File: src/hdl/fcm_pkg.sv
// ---------------------------------------------------------------------------
// fcm_pkg: shared types and constants of the false color map
// Gradient codes, fixed-point widths and parameter defaults.
// ---------------------------------------------------------------------------
package fcm_pkg;

   localparam int DEF_INDEX_WIDTH = 16;
   localparam int DEF_LEVEL_WIDTH = 8;
   localparam int COUNT_RESET     = 256;

   // position t: 16 fraction bits, 1.0 representable
   localparam int FRAC_BITS = 16;
   localparam int T_W       = FRAC_BITS + 1;
   // color values in 2^-17 units, 1.0 = 2^17
   localparam int C_W       = FRAC_BITS + 2;

   localparam int CMD_W = 3;
   typedef logic [CMD_W-1:0] cmd_type;
   localparam cmd_type CMD_GREY = 3'd0;
   localparam cmd_type CMD_JET  = 3'd1;
   localparam cmd_type CMD_HOT  = 3'd2;
   localparam cmd_type CMD_HSV  = 3'd3;
   localparam cmd_type CMD_SHSV = 3'd4;

   typedef logic [T_W-1:0] pos_type;
   typedef logic [C_W-1:0] color_type;

endpackage

File: src/hdl/fcm_if.sv
// ---------------------------------------------------------------------------
// fcm_if: channel interfaces of the false color map
// Request, response and register write channels, valid/ready handshake.
// ---------------------------------------------------------------------------
interface fcm_req_if #(parameter int INDEX_WIDTH = 16);
   logic                   valid;
   logic                   ready;
   logic [2:0]             cmd;
   logic [INDEX_WIDTH-1:0] bucket_index;
   modport source (output valid, cmd, bucket_index, input ready);
   modport sink   (input valid, cmd, bucket_index, output ready);
endinterface

interface fcm_rsp_if #(parameter int LEVEL_WIDTH = 8);
   logic                   valid;
   logic                   ready;
   logic [LEVEL_WIDTH-1:0] red_level;
   logic [LEVEL_WIDTH-1:0] green_level;
   logic [LEVEL_WIDTH-1:0] blue_level;
   modport source (output valid, red_level, green_level, blue_level, input ready);
   modport sink   (input valid, red_level, green_level, blue_level, output ready);
endinterface

interface fcm_csr_if #(parameter int INDEX_WIDTH = 16);
   logic                   valid;
   logic                   ready;
   logic [INDEX_WIDTH-1:0] data;
   modport source (output valid, data, input ready);
   modport sink   (input valid, data, output ready);
endinterface

File: src/hdl/fcm_divider.sv
// ---------------------------------------------------------------------------
// fcm_divider: pipelined position divider
// t = min(index * 2^16 / count, 1.0), two quotient bits per stage.
// ---------------------------------------------------------------------------
module fcm_divider #(
   parameter int INDEX_WIDTH = 16
) (
   input  logic                   clock,
   input  logic                   reset,
   input  logic                   adv,
   input  logic                   in_valid,
   input  fcm_pkg::cmd_type       in_cmd,
   input  logic [INDEX_WIDTH-1:0] in_index,
   input  logic [INDEX_WIDTH-1:0] count,
   output logic                   out_valid,
   output fcm_pkg::cmd_type       out_cmd,
   output fcm_pkg::pos_type       out_t
);
   import fcm_pkg::*;

   localparam int NSTG = FRAC_BITS / 2;

   logic                   v_ff   [0:NSTG];
   cmd_type                cmd_ff [0:NSTG];
   logic                   sat_ff [0:NSTG];
   logic [INDEX_WIDTH-1:0] rem_ff [0:NSTG];
   logic [FRAC_BITS-1:0]   q_ff   [0:NSTG];

   // stage 0: saturation check, load remainder
   always_ff @(posedge clock) begin
      if (reset) begin
         v_ff[0] <= 1'b0;
      end else if (adv) begin
         v_ff[0] <= in_valid;
      end
      if (adv) begin
         cmd_ff[0] <= in_cmd;
         sat_ff[0] <= (count == '0) || (in_index >= count);
         rem_ff[0] <= in_index;
         q_ff[0]   <= '0;
      end
   end

   for (genvar k = 1; k <= NSTG; k++) begin : g_stage
      logic [INDEX_WIDTH:0]   r1, r2;
      logic [INDEX_WIDTH-1:0] m1, m2;
      logic                   b1, b2;
      always_comb begin
         r1 = {rem_ff[k-1], 1'b0};
         b1 = r1 >= {1'b0, count};
         m1 = b1 ? INDEX_WIDTH'(r1 - {1'b0, count}) : r1[INDEX_WIDTH-1:0];
         r2 = {m1, 1'b0};
         b2 = r2 >= {1'b0, count};
         m2 = b2 ? INDEX_WIDTH'(r2 - {1'b0, count}) : r2[INDEX_WIDTH-1:0];
      end
      always_ff @(posedge clock) begin
         if (reset) begin
            v_ff[k] <= 1'b0;
         end else if (adv) begin
            v_ff[k] <= v_ff[k-1];
         end
         if (adv) begin
            cmd_ff[k] <= cmd_ff[k-1];
            sat_ff[k] <= sat_ff[k-1];
            rem_ff[k] <= m2;
            q_ff[k]   <= {q_ff[k-1][FRAC_BITS-3:0], b1, b2};
         end
      end
   end

   assign out_valid = v_ff[NSTG];
   assign out_cmd   = cmd_ff[NSTG];
   assign out_t     = sat_ff[NSTG] ? pos_type'(1 << FRAC_BITS) : {1'b0, q_ff[NSTG]};

endmodule

File: src/hdl/fcm_gradient.sv
// ---------------------------------------------------------------------------
// fcm_gradient: gradient evaluation stage
// Maps position t to r, g, b in 2^-17 units for the selected gradient.
// ---------------------------------------------------------------------------
module fcm_gradient (
   input  logic                  clock,
   input  logic                  reset,
   input  logic                  adv,
   input  logic                  in_valid,
   input  fcm_pkg::cmd_type      in_cmd,
   input  fcm_pkg::pos_type      in_t,
   output logic                  out_valid,
   output fcm_pkg::color_type    out_r,
   output fcm_pkg::color_type    out_g,
   output fcm_pkg::color_type    out_b
);
   import fcm_pkg::*;

   localparam logic [19:0] ONE_U  = 20'd1 << FRAC_BITS;
   localparam color_type   ONE2   = color_type'(1 << (FRAC_BITS + 1));

   logic [19:0] u;
   logic [18:0] x3, h;
   logic [2:0]  sector;
   color_type   f, q;
   color_type   r_in, g_in, b_in;
   logic        v_ff;
   color_type   r_ff, g_ff, b_ff;

   always_comb begin
      u      = {in_t, 3'b000};
      x3     = 19'({in_t, 1'b0}) + 19'(in_t);
      h      = (in_t >= pos_type'(1 << FRAC_BITS)) ? '0 : 19'(x3 << 1);
      sector = h[18:16];
      f      = {1'b0, h[15:0], 1'b0};
      q      = ONE2 - f;
      r_in   = '0;
      g_in   = '0;
      b_in   = '0;
      case (in_cmd)
         CMD_GREY: begin
            r_in = {in_t, 1'b0};
            g_in = {in_t, 1'b0};
            b_in = {in_t, 1'b0};
         end
         CMD_JET: begin
            if (u <= ONE_U) begin
               b_in = color_type'(ONE_U + u);
            end else if (u < 3 * ONE_U) begin
               g_in = color_type'(u - ONE_U);
               b_in = ONE2;
            end else if (u < 5 * ONE_U) begin
               r_in = color_type'(u - 3 * ONE_U);
               g_in = ONE2;
               b_in = color_type'(ONE2 - color_type'(u - 3 * ONE_U));
            end else if (u < 7 * ONE_U) begin
               r_in = ONE2;
               g_in = color_type'(ONE2 - color_type'(u - 5 * ONE_U));
            end else begin
               r_in = color_type'(ONE2 - color_type'(u - 7 * ONE_U));
            end
         end
         CMD_HOT: begin
            if (x3 <= 19'(ONE_U)) begin
               r_in = color_type'({x3, 1'b0});
            end else if (x3 <= 19'(2 * ONE_U)) begin
               r_in = ONE2;
               g_in = color_type'({x3 - 19'(ONE_U), 1'b0});
            end else begin
               r_in = ONE2;
               g_in = ONE2;
               b_in = color_type'({x3 - 19'(2 * ONE_U), 1'b0});
            end
         end
         CMD_HSV, CMD_SHSV: begin
            case (sector)
               3'd0: begin r_in = ONE2; g_in = f; end
               3'd1: begin r_in = q; g_in = ONE2; end
               3'd2: begin g_in = ONE2; b_in = f; end
               3'd3: begin g_in = q; b_in = ONE2; end
               3'd4: begin r_in = f; b_in = ONE2; end
               default: begin r_in = ONE2; b_in = q; end
            endcase
         end
         default: begin
            r_in = ONE2;
            g_in = ONE2;
            b_in = ONE2;
         end
      endcase
   end

   always_ff @(posedge clock) begin
      if (reset) begin
         v_ff <= 1'b0;
      end else if (adv) begin
         v_ff <= in_valid;
      end
      if (adv) begin
         r_ff <= r_in;
         g_ff <= g_in;
         b_ff <= b_in;
      end
   end

   assign out_valid = v_ff;
   assign out_r     = r_ff;
   assign out_g     = g_ff;
   assign out_b     = b_ff;

endmodule

File: src/hdl/fcm_level.sv
// ---------------------------------------------------------------------------
// fcm_level: level conversion and output register
// level = (x * (2^LW - 1) + 2^16) >> 17, round half up.
// ---------------------------------------------------------------------------
module fcm_level #(
   parameter int LEVEL_WIDTH = 8
) (
   input  logic                   clock,
   input  logic                   reset,
   input  logic                   adv,
   input  logic                   in_valid,
   input  fcm_pkg::color_type     in_r,
   input  fcm_pkg::color_type     in_g,
   input  fcm_pkg::color_type     in_b,
   output logic                   out_valid,
   output logic [LEVEL_WIDTH-1:0] out_r,
   output logic [LEVEL_WIDTH-1:0] out_g,
   output logic [LEVEL_WIDTH-1:0] out_b
);
   import fcm_pkg::*;

   localparam int PW = C_W + LEVEL_WIDTH;
   localparam logic [PW-1:0] LMAX = PW'((1 << LEVEL_WIDTH) - 1);
   localparam logic [PW-1:0] HALF = PW'(1) << FRAC_BITS;

   logic [PW-1:0] pr, pg, pb;
   logic v_ff;
   logic [LEVEL_WIDTH-1:0] r_ff, g_ff, b_ff;

   assign pr = PW'(in_r) * LMAX + HALF;
   assign pg = PW'(in_g) * LMAX + HALF;
   assign pb = PW'(in_b) * LMAX + HALF;

   always_ff @(posedge clock) begin
      if (reset) begin
         v_ff <= 1'b0;
      end else if (adv) begin
         v_ff <= in_valid;
      end
      if (adv) begin
         r_ff <= pr[FRAC_BITS+1 +: LEVEL_WIDTH];
         g_ff <= pg[FRAC_BITS+1 +: LEVEL_WIDTH];
         b_ff <= pb[FRAC_BITS+1 +: LEVEL_WIDTH];
      end
   end

   assign out_valid = v_ff;
   assign out_r     = r_ff;
   assign out_g     = g_ff;
   assign out_b     = b_ff;

endmodule

File: src/hdl/false_color_map_unit.sv
// ---------------------------------------------------------------------------
// false_color_map_unit: bucket index to RGB false color
// Pipelined grey/jet/hot/hsv gradient lookup; one pixel per clock if no stall.
// ---------------------------------------------------------------------------
// Usage:
//  - req channel: one beat = gradient code (cmd) + bucket_index.
//  - rsp channel: one beat = red/green/blue levels, all ones = full.
//  - csr channel: one beat writes bucket_count; write only while idle.
//  - A request beat, once taken, lands in the input stage, then passes
//    eight divider stages (two quotient bits each), one gradient stage
//    and the level multiply stage, which is the output register.
//  - Throughput one beat per clock unless rsp stalls; the divider
//    pipeline sets the depth.
//  - The whole pipeline moves as one: it advances when the output
//    register is empty or being taken. When rsp stalls, req_ready drops
//    in the same cycle and every stage holds; nothing is lost or repeated.
//  - Reset (synchronous) clears all valid bits and sets bucket_count to 256.
//  - Zero count or index past count saturates the position at 1.0.
//  - Unknown gradient codes give white.
// ---------------------------------------------------------------------------
module false_color_map_unit #(
   parameter int INDEX_WIDTH = fcm_pkg::DEF_INDEX_WIDTH,
   parameter int LEVEL_WIDTH = fcm_pkg::DEF_LEVEL_WIDTH
) (
   input  logic    clock,
   input  logic    reset,
   fcm_req_if.sink   req_bus,
   fcm_rsp_if.source rsp_bus,
   fcm_csr_if.sink   csr_bus
);
   import fcm_pkg::*;

   logic [INDEX_WIDTH-1:0] count_ff;
   logic                   adv;

   // divider -> gradient
   logic    div_valid;
   cmd_type div_cmd;
   pos_type div_t;

   // gradient -> level
   logic      grd_valid;
   color_type grd_r, grd_g, grd_b;

   // global pipeline enable: output register empty or drained this cycle
   assign adv           = !rsp_bus.valid || rsp_bus.ready;
   assign req_bus.ready = adv;
   assign csr_bus.ready = 1'b1;

   // bucket count register
   always_ff @(posedge clock) begin
      if (reset) begin
         count_ff <= INDEX_WIDTH'(COUNT_RESET);
      end else if (csr_bus.valid) begin
         count_ff <= csr_bus.data;
      end
   end

   fcm_divider #(.INDEX_WIDTH(INDEX_WIDTH)) u_div (
      .clock     (clock),
      .reset     (reset),
      .adv       (adv),
      .in_valid  (req_bus.valid),
      .in_cmd    (req_bus.cmd),
      .in_index  (req_bus.bucket_index),
      .count     (count_ff),
      .out_valid (div_valid),
      .out_cmd   (div_cmd),
      .out_t     (div_t)
   );

   fcm_gradient u_grd (
      .clock     (clock),
      .reset     (reset),
      .adv       (adv),
      .in_valid  (div_valid),
      .in_cmd    (div_cmd),
      .in_t      (div_t),
      .out_valid (grd_valid),
      .out_r     (grd_r),
      .out_g     (grd_g),
      .out_b     (grd_b)
   );

   fcm_level #(.LEVEL_WIDTH(LEVEL_WIDTH)) u_lvl (
      .clock     (clock),
      .reset     (reset),
      .adv       (adv),
      .in_valid  (grd_valid),
      .in_r      (grd_r),
      .in_g      (grd_g),
      .in_b      (grd_b),
      .out_valid (rsp_bus.valid),
      .out_r     (rsp_bus.red_level),
      .out_g     (rsp_bus.green_level),
      .out_b     (rsp_bus.blue_level)
   );

`ifndef SYNTHESIS
   // position never exceeds 1.0
   a_pos_range: assert property (@(posedge clock) disable iff (reset)
      div_valid |-> (div_t <= pos_type'(1 << FRAC_BITS)))
      else $error("position above 1.0");

   // a stalled output freezes the gradient stage
   a_stall_hold: assert property (@(posedge clock) disable iff (reset)
      (rsp_bus.valid && !rsp_bus.ready) |=> ($stable(grd_r) && $stable(grd_valid)))
      else $error("pipeline moved during stall");

   // color values stay within 1.0
   a_color_range: assert property (@(posedge clock) disable iff (reset)
      grd_valid |-> (grd_r <= color_type'(1 << (FRAC_BITS + 1)) &&
                     grd_g <= color_type'(1 << (FRAC_BITS + 1)) &&
                     grd_b <= color_type'(1 << (FRAC_BITS + 1))))
      else $error("color value above 1.0");
`endif

endmodule

File: src/flat_wrapper.sv
// flat-port wrapper written by rule: the top's interface ports become plain ports
module false_color_map_unit_flat import fcm_pkg::*;
#(
   parameter int INDEX_WIDTH = fcm_pkg::DEF_INDEX_WIDTH,
   parameter int LEVEL_WIDTH = fcm_pkg::DEF_LEVEL_WIDTH
)
  (clock, reset, req_bus_valid, req_bus_cmd, req_bus_bucket_index, req_bus_ready, rsp_bus_valid, rsp_bus_red_level, rsp_bus_green_level, rsp_bus_blue_level, rsp_bus_ready, csr_bus_valid, csr_bus_data, csr_bus_ready);
  fcm_req_if #(.INDEX_WIDTH(INDEX_WIDTH)) req_bus_i ();
  fcm_rsp_if #(.LEVEL_WIDTH(LEVEL_WIDTH)) rsp_bus_i ();
  fcm_csr_if #(.INDEX_WIDTH(INDEX_WIDTH)) csr_bus_i ();
  input  logic clock;
  input  logic reset;
  input wire logic [$bits(req_bus_i.valid)-1:0] req_bus_valid;
  input wire logic [$bits(req_bus_i.cmd)-1:0] req_bus_cmd;
  input wire logic [$bits(req_bus_i.bucket_index)-1:0] req_bus_bucket_index;
  output wire logic [$bits(req_bus_i.ready)-1:0] req_bus_ready;
  output wire logic [$bits(rsp_bus_i.valid)-1:0] rsp_bus_valid;
  output wire logic [$bits(rsp_bus_i.red_level)-1:0] rsp_bus_red_level;
  output wire logic [$bits(rsp_bus_i.green_level)-1:0] rsp_bus_green_level;
  output wire logic [$bits(rsp_bus_i.blue_level)-1:0] rsp_bus_blue_level;
  input wire logic [$bits(rsp_bus_i.ready)-1:0] rsp_bus_ready;
  input wire logic [$bits(csr_bus_i.valid)-1:0] csr_bus_valid;
  input wire logic [$bits(csr_bus_i.data)-1:0] csr_bus_data;
  output wire logic [$bits(csr_bus_i.ready)-1:0] csr_bus_ready;
  assign req_bus_i.valid = req_bus_valid;
  assign req_bus_i.cmd = req_bus_cmd;
  assign req_bus_i.bucket_index = req_bus_bucket_index;
  assign req_bus_ready = req_bus_i.ready;
  assign rsp_bus_valid = rsp_bus_i.valid;
  assign rsp_bus_red_level = rsp_bus_i.red_level;
  assign rsp_bus_green_level = rsp_bus_i.green_level;
  assign rsp_bus_blue_level = rsp_bus_i.blue_level;
  assign rsp_bus_i.ready = rsp_bus_ready;
  assign csr_bus_i.valid = csr_bus_valid;
  assign csr_bus_i.data = csr_bus_data;
  assign csr_bus_ready = csr_bus_i.ready;
  false_color_map_unit #(.INDEX_WIDTH(INDEX_WIDTH), .LEVEL_WIDTH(LEVEL_WIDTH)) u_core (.clock(clock), .reset(reset), .req_bus(req_bus_i), .rsp_bus(rsp_bus_i), .csr_bus(csr_bus_i));
endmodule
File: config.mk
export PLATFORM = sky130hd
export DESIGN_NAME = false_color_map_unit_flat
export DESIGN_NICKNAME = d
export VERILOG_FILES = /design/src/hdl/fcm_pkg.sv /design/src/hdl/fcm_if.sv /design/src/hdl/fcm_divider.sv /design/src/hdl/fcm_gradient.sv /design/src/hdl/fcm_level.sv /design/src/hdl/false_color_map_unit.sv /design/src/flat_wrapper.sv
export SDC_FILE = /design/constraint.sdc
export NUM_CORES = 2
export LEC_CHECK = 0
export BUFFER_PORTS_ARGS = -buffer_cell sky130_fd_sc_hd__buf_2
export CAP_MARGIN = 20
export CELL_PAD_IN_SITES_DETAIL_PLACEMENT = 1
export CELL_PAD_IN_SITES_GLOBAL_PLACEMENT = 2
export CORE_UTILIZATION = 39
export CTS_CLUSTER_DIAMETER = 150
export DETAILED_ROUTE_END_ITERATION = 8
export HOLD_SLACK_MARGIN = 0.12
export PLACE_DENSITY_LB_ADDON = 0.1
export SLEW_MARGIN = 15
export SYNTH_ARGS = -nofsm -noshare
export SYNTH_HDL_FRONTEND = slang
export SYNTH_SLANG_ARGS = --single-unit
export TNS_END_PERCENT = 50
File: constraint.sdc
create_clock -name clock -period 7.1 [get_ports clock]
set_clock_uncertainty 0.1 [all_clocks]
set_input_delay 0.71 -clock clock [delete_from_list [all_inputs] [get_ports clock]]
set_output_delay 0.71 -clock clock [all_outputs]
set_load 0.02 [all_outputs]
* Yosys cells after proc, flatten, opt, wreduce, memory -nomap -nowiden
Memory sizes are Yosys's and may differ from the RTL's. A register that Yosys moved wholly into a read port is not among the register bits.
Cells that the tools add are included.
Widths: inputs -> output; s select.
** Word-level totals
- Bits in registers :: 95
- Memory bits (writable) :: 333
- Memories kept :: 5
** Operators by class
- Add/subtract/negate cells :: 31
- $mul :: 3
- $lt $le $gt $ge :: 24
- Equal/unequal tests :: 8
- Mux-type cells :: 55
- Bitwise operators :: 9
- Reduce and logical (&&, ||, !) cells :: 11
** Memory list
- u_core.u_div.q_ff :: depth 9, bits a word 16, rd ports 9, clocked after memory_dff 0, wr ports 9, line fcm_divider.sv:27 : logic [FRAC_BITS-1:0] q_ff [0:NSTG];
- u_core.u_div.rem_ff :: depth 9, bits a word 16, rd ports 8, clocked after memory_dff 0, wr ports 9, line fcm_divider.sv:26 : logic [INDEX_WIDTH-1:0] rem_ff [0:NSTG];
- u_core.u_div.cmd_ff :: depth 9, bits a word 3, rd ports 9, clocked after memory_dff 0, wr ports 9, line fcm_divider.sv:24 : cmd_type cmd_ff [0:NSTG];
- u_core.u_div.sat_ff :: depth 9, bits a word 1, rd ports 9, clocked after memory_dff 0, wr ports 9, line fcm_divider.sv:25 : logic sat_ff [0:NSTG];
- u_core.u_div.v_ff :: depth 9, bits a word 1, rd ports 9, clocked after memory_dff 1, wr ports 9, line fcm_divider.sv:23 : logic v_ff [0:NSTG];
** Operators by type and width (number)
- $mux 18 :: 16
- $ge 17x16->1 :: 16
- $mux 16 :: 16
- $sub 16x16->16 :: 16
- $pmux 18 s4 :: 3
- $pmux 18 s3 :: 3
- $add 25x17->25 const B :: 3
- $mul 18x8->25 const B :: 3
- $sub 18x18->18 const A :: 3
- $lt 20x19->1 const B :: 2
- $sub 18x17->18 const B :: 2
- $sub 18x18->18 const B :: 2
- $le 20x17->1 const B :: 1
- $lt 20x18->1 const B :: 1
- $add 18x17->19 :: 1
- $le 19x17->1 const B :: 1
- $le 19x18->1 const B :: 1
- $mux 19 :: 1
- $add 17x18->18 const A :: 1
- $sub 18x17->18 const A :: 1
- $ge 17x17->1 const B :: 1
- $mux 17 :: 1
- $sub 17x1->17 const B :: 1
- $sub 17x17->17 const B :: 1
- 11 further kinds :: 44

* Depth between registers and ports, before layout
An unclocked memory read counts as a cell.
- Depth in word-level cells :: 9
- Gate-level depth with buffers :: 26
- Gate-level depth less buffers :: 20

* Cells and area by module
A second synthesis with hierarchy kept.
** Unflattened totals
- Cells, all modules :: 3997
- Area, all modules :: 38420.6 um^2
** Modules (own cells, without submodules)
- fcm_divider :: instances 1, cells each 2158, area an instance 21373.0 um^2, seq. area each 7357.1 um^2
- fcm_level :: instances 1, cells each 1028, area an instance 10380.0 um^2, seq. area each 740.7 um^2
- fcm_gradient :: instances 1, cells each 756, area an instance 6068.3 um^2, seq. area each 1551.5 um^2
- false_color_map_unit :: instances 1, cells each 55, area an instance 599.3 um^2, seq. area each 320.3 um^2

* Worst setup path after synthesis
No wires, ideal clock.
- Kind :: input to output
- Start :: in rsp_bus_ready
- End :: out req_bus_ready
- Arrival time :: 6910 ps
- Required time :: 6290 ps
- Setup slack :: -620 ps
- Stages on the path :: 2
- Path buffers :: 0
- Cells stage by stage :: nor2b_1 -> inv_1
** On the way
- Cells in the longest elaborated chain, start to end :: 1
** Ends and longest elaborated chain
- start, declared :: line flat_wrapper.sv:21 : input wire logic [$bits(rsp_bus_i.ready)-1:0] rsp_bus_ready;
- $logic_or 1x1->1 :: line false_color_map_unit.sv:46 : assign adv = !rsp_bus.valid || rsp_bus.ready;
- end, declared :: line flat_wrapper.sv:16 : output wire logic [$bits(req_bus_i.ready)-1:0] req_bus_ready;
Every way passes these cells.

* Worst setup path in the final report
- Start :: reg u_core.u_grd.r_ff[9] (netlist: u_core.u_grd.out_r[9])
- End :: reg u_core.u_lvl.r_ff[7] (netlist: u_core.u_lvl.out_r[7]) (data pin)
** On the way
- Cells in the longest elaborated chain, start to end :: 2
** Ends and longest elaborated chain
- start, declared :: line fcm_gradient.sv:28 : color_type r_ff, g_ff, b_ff;
- start signal, assigned :: line fcm_gradient.sv:100 : r_ff <= r_in;
- $mul 18x8->25 :: line fcm_level.sv:30 : assign pr = PW'(in_r) * LMAX + HALF;
- $add 25x17->25 :: line fcm_level.sv:30
- via u_core.u_lvl.pr[24] :: line fcm_level.sv:26 : logic [PW-1:0] pr, pg, pb;
- end signal, assigned :: line fcm_level.sv:41 : r_ff <= pr[FRAC_BITS+1 +: LEVEL_WIDTH];
- end, declared :: line fcm_level.sv:28 : logic [LEVEL_WIDTH-1:0] r_ff, g_ff, b_ff;
The timed path passes the listed nets, and every way through them passes these cells.
A chain may end at the register's enable or synchronous reset.

==> impl.org <==
** STA
- The worst pin sits at a relative slew slack of 0.341.
- In the finished design, the share of the clock period the worst path needs comes to 0.892.
- Setup TNS Final :: 0 ps
- Worst-Margin Slew :: just under 1000 ps
- Tmin final :: 6330 ps
- Setup repair after global routing left no endpoint under its margin.
- The number of hold-slack violations in the final timing report is 0.
- Setup violations remaining at the end of the flow were counted as 0.
- For this run, the top clock speed supported by timing is around 160 MHz.
- The final number of max-transition violations came to 0.

** Die
- For this configuration, the core starts out at a cell density of 0.395.
- Total core area :: 95300 um^2
- Die width :: approximately 310 um
- The floorplan step defined a die boundary enclosing 97800 um^2.
- Num rows :: roughly 110
- IO Count :: 67
- From bottom edge to top edge, the die measures between 300 and 400 um.

** GRT
- The number of antenna violations at the first check in global routing came to 1.
- In the global route stage, overall resource usage came out at 0.232.
- First-pass GRT wire length :: 178000 um
- Overflow left after global routing :: 0
- Number of global-route vias before repair :: roughly 30000
- Maximum number of pins on one net before global-route repair :: 150

** Detailed routing
- Vias per cell :: around 5.5
- Once detail routing completed, the nets flagged for antenna violations numbered 0.
- After detailed routing, the average wire length per cell comes to 21.4 um.
- In the final routing, the length of wire on met1 measures roughly 49000 um.
- Detailed routing placed a total of 2860 um of wire on met3.
- Iteration-0 DRC count of the detailed router :: 1178
- Vias post-DR :: 29000
- Routed signal wires occupy layers up through met5.
- Number of design rule violations left after detail routing :: 0
- Total routed wirelength :: approximately 110000 um
- First drt pass iteration count :: 5
- In the detailed route, the total length drawn on met2 is around 57000 um.

** Flow run
- Max cap viols :: 0

** Status
- The flow ran to the end, and the final reports show no timing, DRC or antenna violations.

** Clocking
- In this run the clock root is driven by a sky130_fd_sc_hd__clkbuf_16.
- TritonCTS created 46 clock buffers.
- Worst skew pair latency :: ~630 ps
- Once the clock tree was built, the resizer swapped 0 gates to a different size.
- Max Root-Sink Buffers :: 3
- Setup Buffers After CTS :: 0
- Clock edge transition at the registers on the reported setup and hold paths :: roughly 60 ps
- The H-tree was split into 2 levels.
- Hold-fix buffers at CTS :: 0
- CTS saw approximately 340 sinks.
- CTS tree :: done

** Setup path
- The worst setup path is captured at a flop.
- The worst setup path is launched from a flop.
- Along the worst path, the maximum fanout reaches 6.
- The setup path with the least slack is of type flop to flop.
- Data arrives at the worst endpoint at roughly 6600 ps.
- Data required time of the critical path :: 7350 ps

** Synth
- Biggest area contributors in the synthesized netlist :: sky130_fd_sc_hd__edfxtp_1, sky130_fd_sc_hd__ha_1, sky130_fd_sc_hd__fa_1
- The synthesized design contains roughly 340 register bits.
- Post-synth net total :: roughly 4600
- Top cell type's share of synthesized area :: 0.255
- Portion of the post-synthesis area used by sequential elements :: 0.265
- After technology mapping, the gate count stands at approximately 3900.
- The synthesized netlist occupies a cell area of ~38000 um^2.
- Yosys warning count :: 0
- EDFF count, synth :: 320
- Dominant cell type by area after synthesis :: sky130_fd_sc_hd__edfxtp_1
- Per-instance average area after synthesis :: 9.64 um^2
- Async S/R FF share, synth :: 0
- Number of distinct library cell variants in the gate-level netlist after synthesis :: 109
- Synth Flop Type :: sky130_fd_sc_hd__edfxtp_1

** Finish
- Area growth from synthesis to layout :: 9.92%
- The final layout contains 4718 nets.
- Of the cells placed in the final design, the portion with a size suffix greater than 1 is 0.110.
- The library cells used most frequently in the layout, excluding fill and tap cells, are sky130_fd_sc_hd__inv_1, sky130_fd_sc_hd__ha_1, sky130_fd_sc_hd__edfxtp_1.
- Leading cell type in the layout, fill and taps excluded :: sky130_fd_sc_hd__inv_1
- The number of antenna diodes in the final layout is 0.
- Final design instance area without fill :: 41400 um^2

** Placement
- The congestion estimate from routability-driven global placement came to 0.862.
- Count of port buffers added during placement :: 65
- Once placement finished, the instance area stood at roughly 40000 um^2.
- The HPWL after detailed placement is 90500 um.

** Worst hold path
- The path class of the tightest hold or removal check is primary input to flop.
[stage by stage]
step	instances	utilization	hold slack, ps	worst slack [ps]
floorplan	3908	-	300	674
global placement	5210	0.416	301	796
detailed placement	5210	0.416	305	722
CTS	5294	0.434	129	690
global route	5294	0.434	138	253
finish	5294	0.434	168	769
[final timing paths]
| kind | from | endpoint | slack [ps] | cells after the start |
|---|---|---|---|---|
| worst max-delay path | u_core.u_grd.out_r[9] | u_core.u_lvl.out_r[7] | 770 | 18 |
| worst min-delay path | req_bus_cmd[0] | u_core.u_div.cmd_ff[0][0] | 170 | 1 |
| worst max register to register | u_core.u_grd.out_r[9] | u_core.u_lvl.out_r[7] | 770 | 18 |
| worst min register to register | u_core.u_div.q_ff[0][52] | u_core.u_div.q_ff[0][70] | 320 | 0 |
[synth_stat cells, drive strengths merged, types with 13 or more instances]
library cell and instances:
mux2 138, nand2 245, and3 22, nand3 57
buf 44, nor2b 46, o22ai 13, xnor2 173
and2 34, a21oi 249, nor2 266, nor3 98
inv 487, o21a 62, fa 231, nor4 21
edfxtp 320, a21o 70, o21ai 195, ha 454
nand4 37, o211ai 31, clkbuf 55, a211oi 33
o31ai 34, or3 25, o21bai 33, dfxtp 18
mux2i 30, o2111ai 13, a21boi 15, xor2 77
nand2b 40, a31oi 24, o221ai 36, o41ai 13
or2 25
[worst max-delay path, cell delays in order, from the launching register on]
cell and delay, ps:
sky130_fd_sc_hd__edfxtp_1 530, sky130_fd_sc_hd__inv_1 190, sky130_fd_sc_hd__fa_1 580, sky130_fd_sc_hd__fa_1 560
sky130_fd_sc_hd__inv_1 50, sky130_fd_sc_hd__fa_1 520, sky130_fd_sc_hd__inv_1 60, sky130_fd_sc_hd__fa_1 540
sky130_fd_sc_hd__inv_1 50, sky130_fd_sc_hd__ha_1 200, sky130_fd_sc_hd__or4_1 530, sky130_fd_sc_hd__a21oi_1 130
sky130_fd_sc_hd__o21ai_1 140, sky130_fd_sc_hd__a221oi_1 560, sky130_fd_sc_hd__o21ai_1 240, sky130_fd_sc_hd__o41ai_1 590
sky130_fd_sc_hd__o21bai_1 190, sky130_fd_sc_hd__a21oi_1 230, sky130_fd_sc_hd__xnor2_1 80
[flip-flops by register name, summed over array words and instances, names as in the netlist, 8 cells and up]
signal and cells:
u_core.u_grd.out_b 17, u_core.u_div.q_ff 72, u_core.count_ff 16, u_core.u_lvl.out_r 8
u_core.u_grd.out_g 17, u_core.u_div.v_ff 9, u_core.u_div.rem_ff 128, u_core.u_lvl.out_b 8
u_core.u_grd.out_r 17, u_core.u_div.cmd_ff 27, u_core.u_lvl.out_g 8, u_core.u_div.sat_ff 9
[cell type report]
cell class                      instances  area (um^2)
Timing Repair Buffer                  136          896
Clock buffer                           59         1360
Tap cell                             1265         1580
Multi-Input combinational cell       2984        25400
Clock inverter                         25          345
Sequential cell                       338         9970
Fill cell                           10800        53900
Inverter                              487         1830
[cell families after synthesis]
group | count (synthesis) | share of synthesized area
AND/OR/NAND/NOR | 948 | 0.122
multiplexers | 168 | 0.0507
flip-flops | 338 | 0.265
buffers and inverters | 586 | 0.0614
XOR/XNOR | 250 | 0.0587
adder cells (fa/ha/maj) | 685 | 0.274
AO/OA/AOI/OAI | 932 | 0.169
other | 1 | 0.0000996
[routing by layer]
metal	up-vias	GRT usage
met5	-	0
met2	403	0.419
met4	2	0.0826
met1	14300	0.285
met3	165	0.0216
li1	14100	-
Power is left out: the tool's default activity adds up to more than one toggle a clock period on the data nets, which glitch-free logic cannot reach.
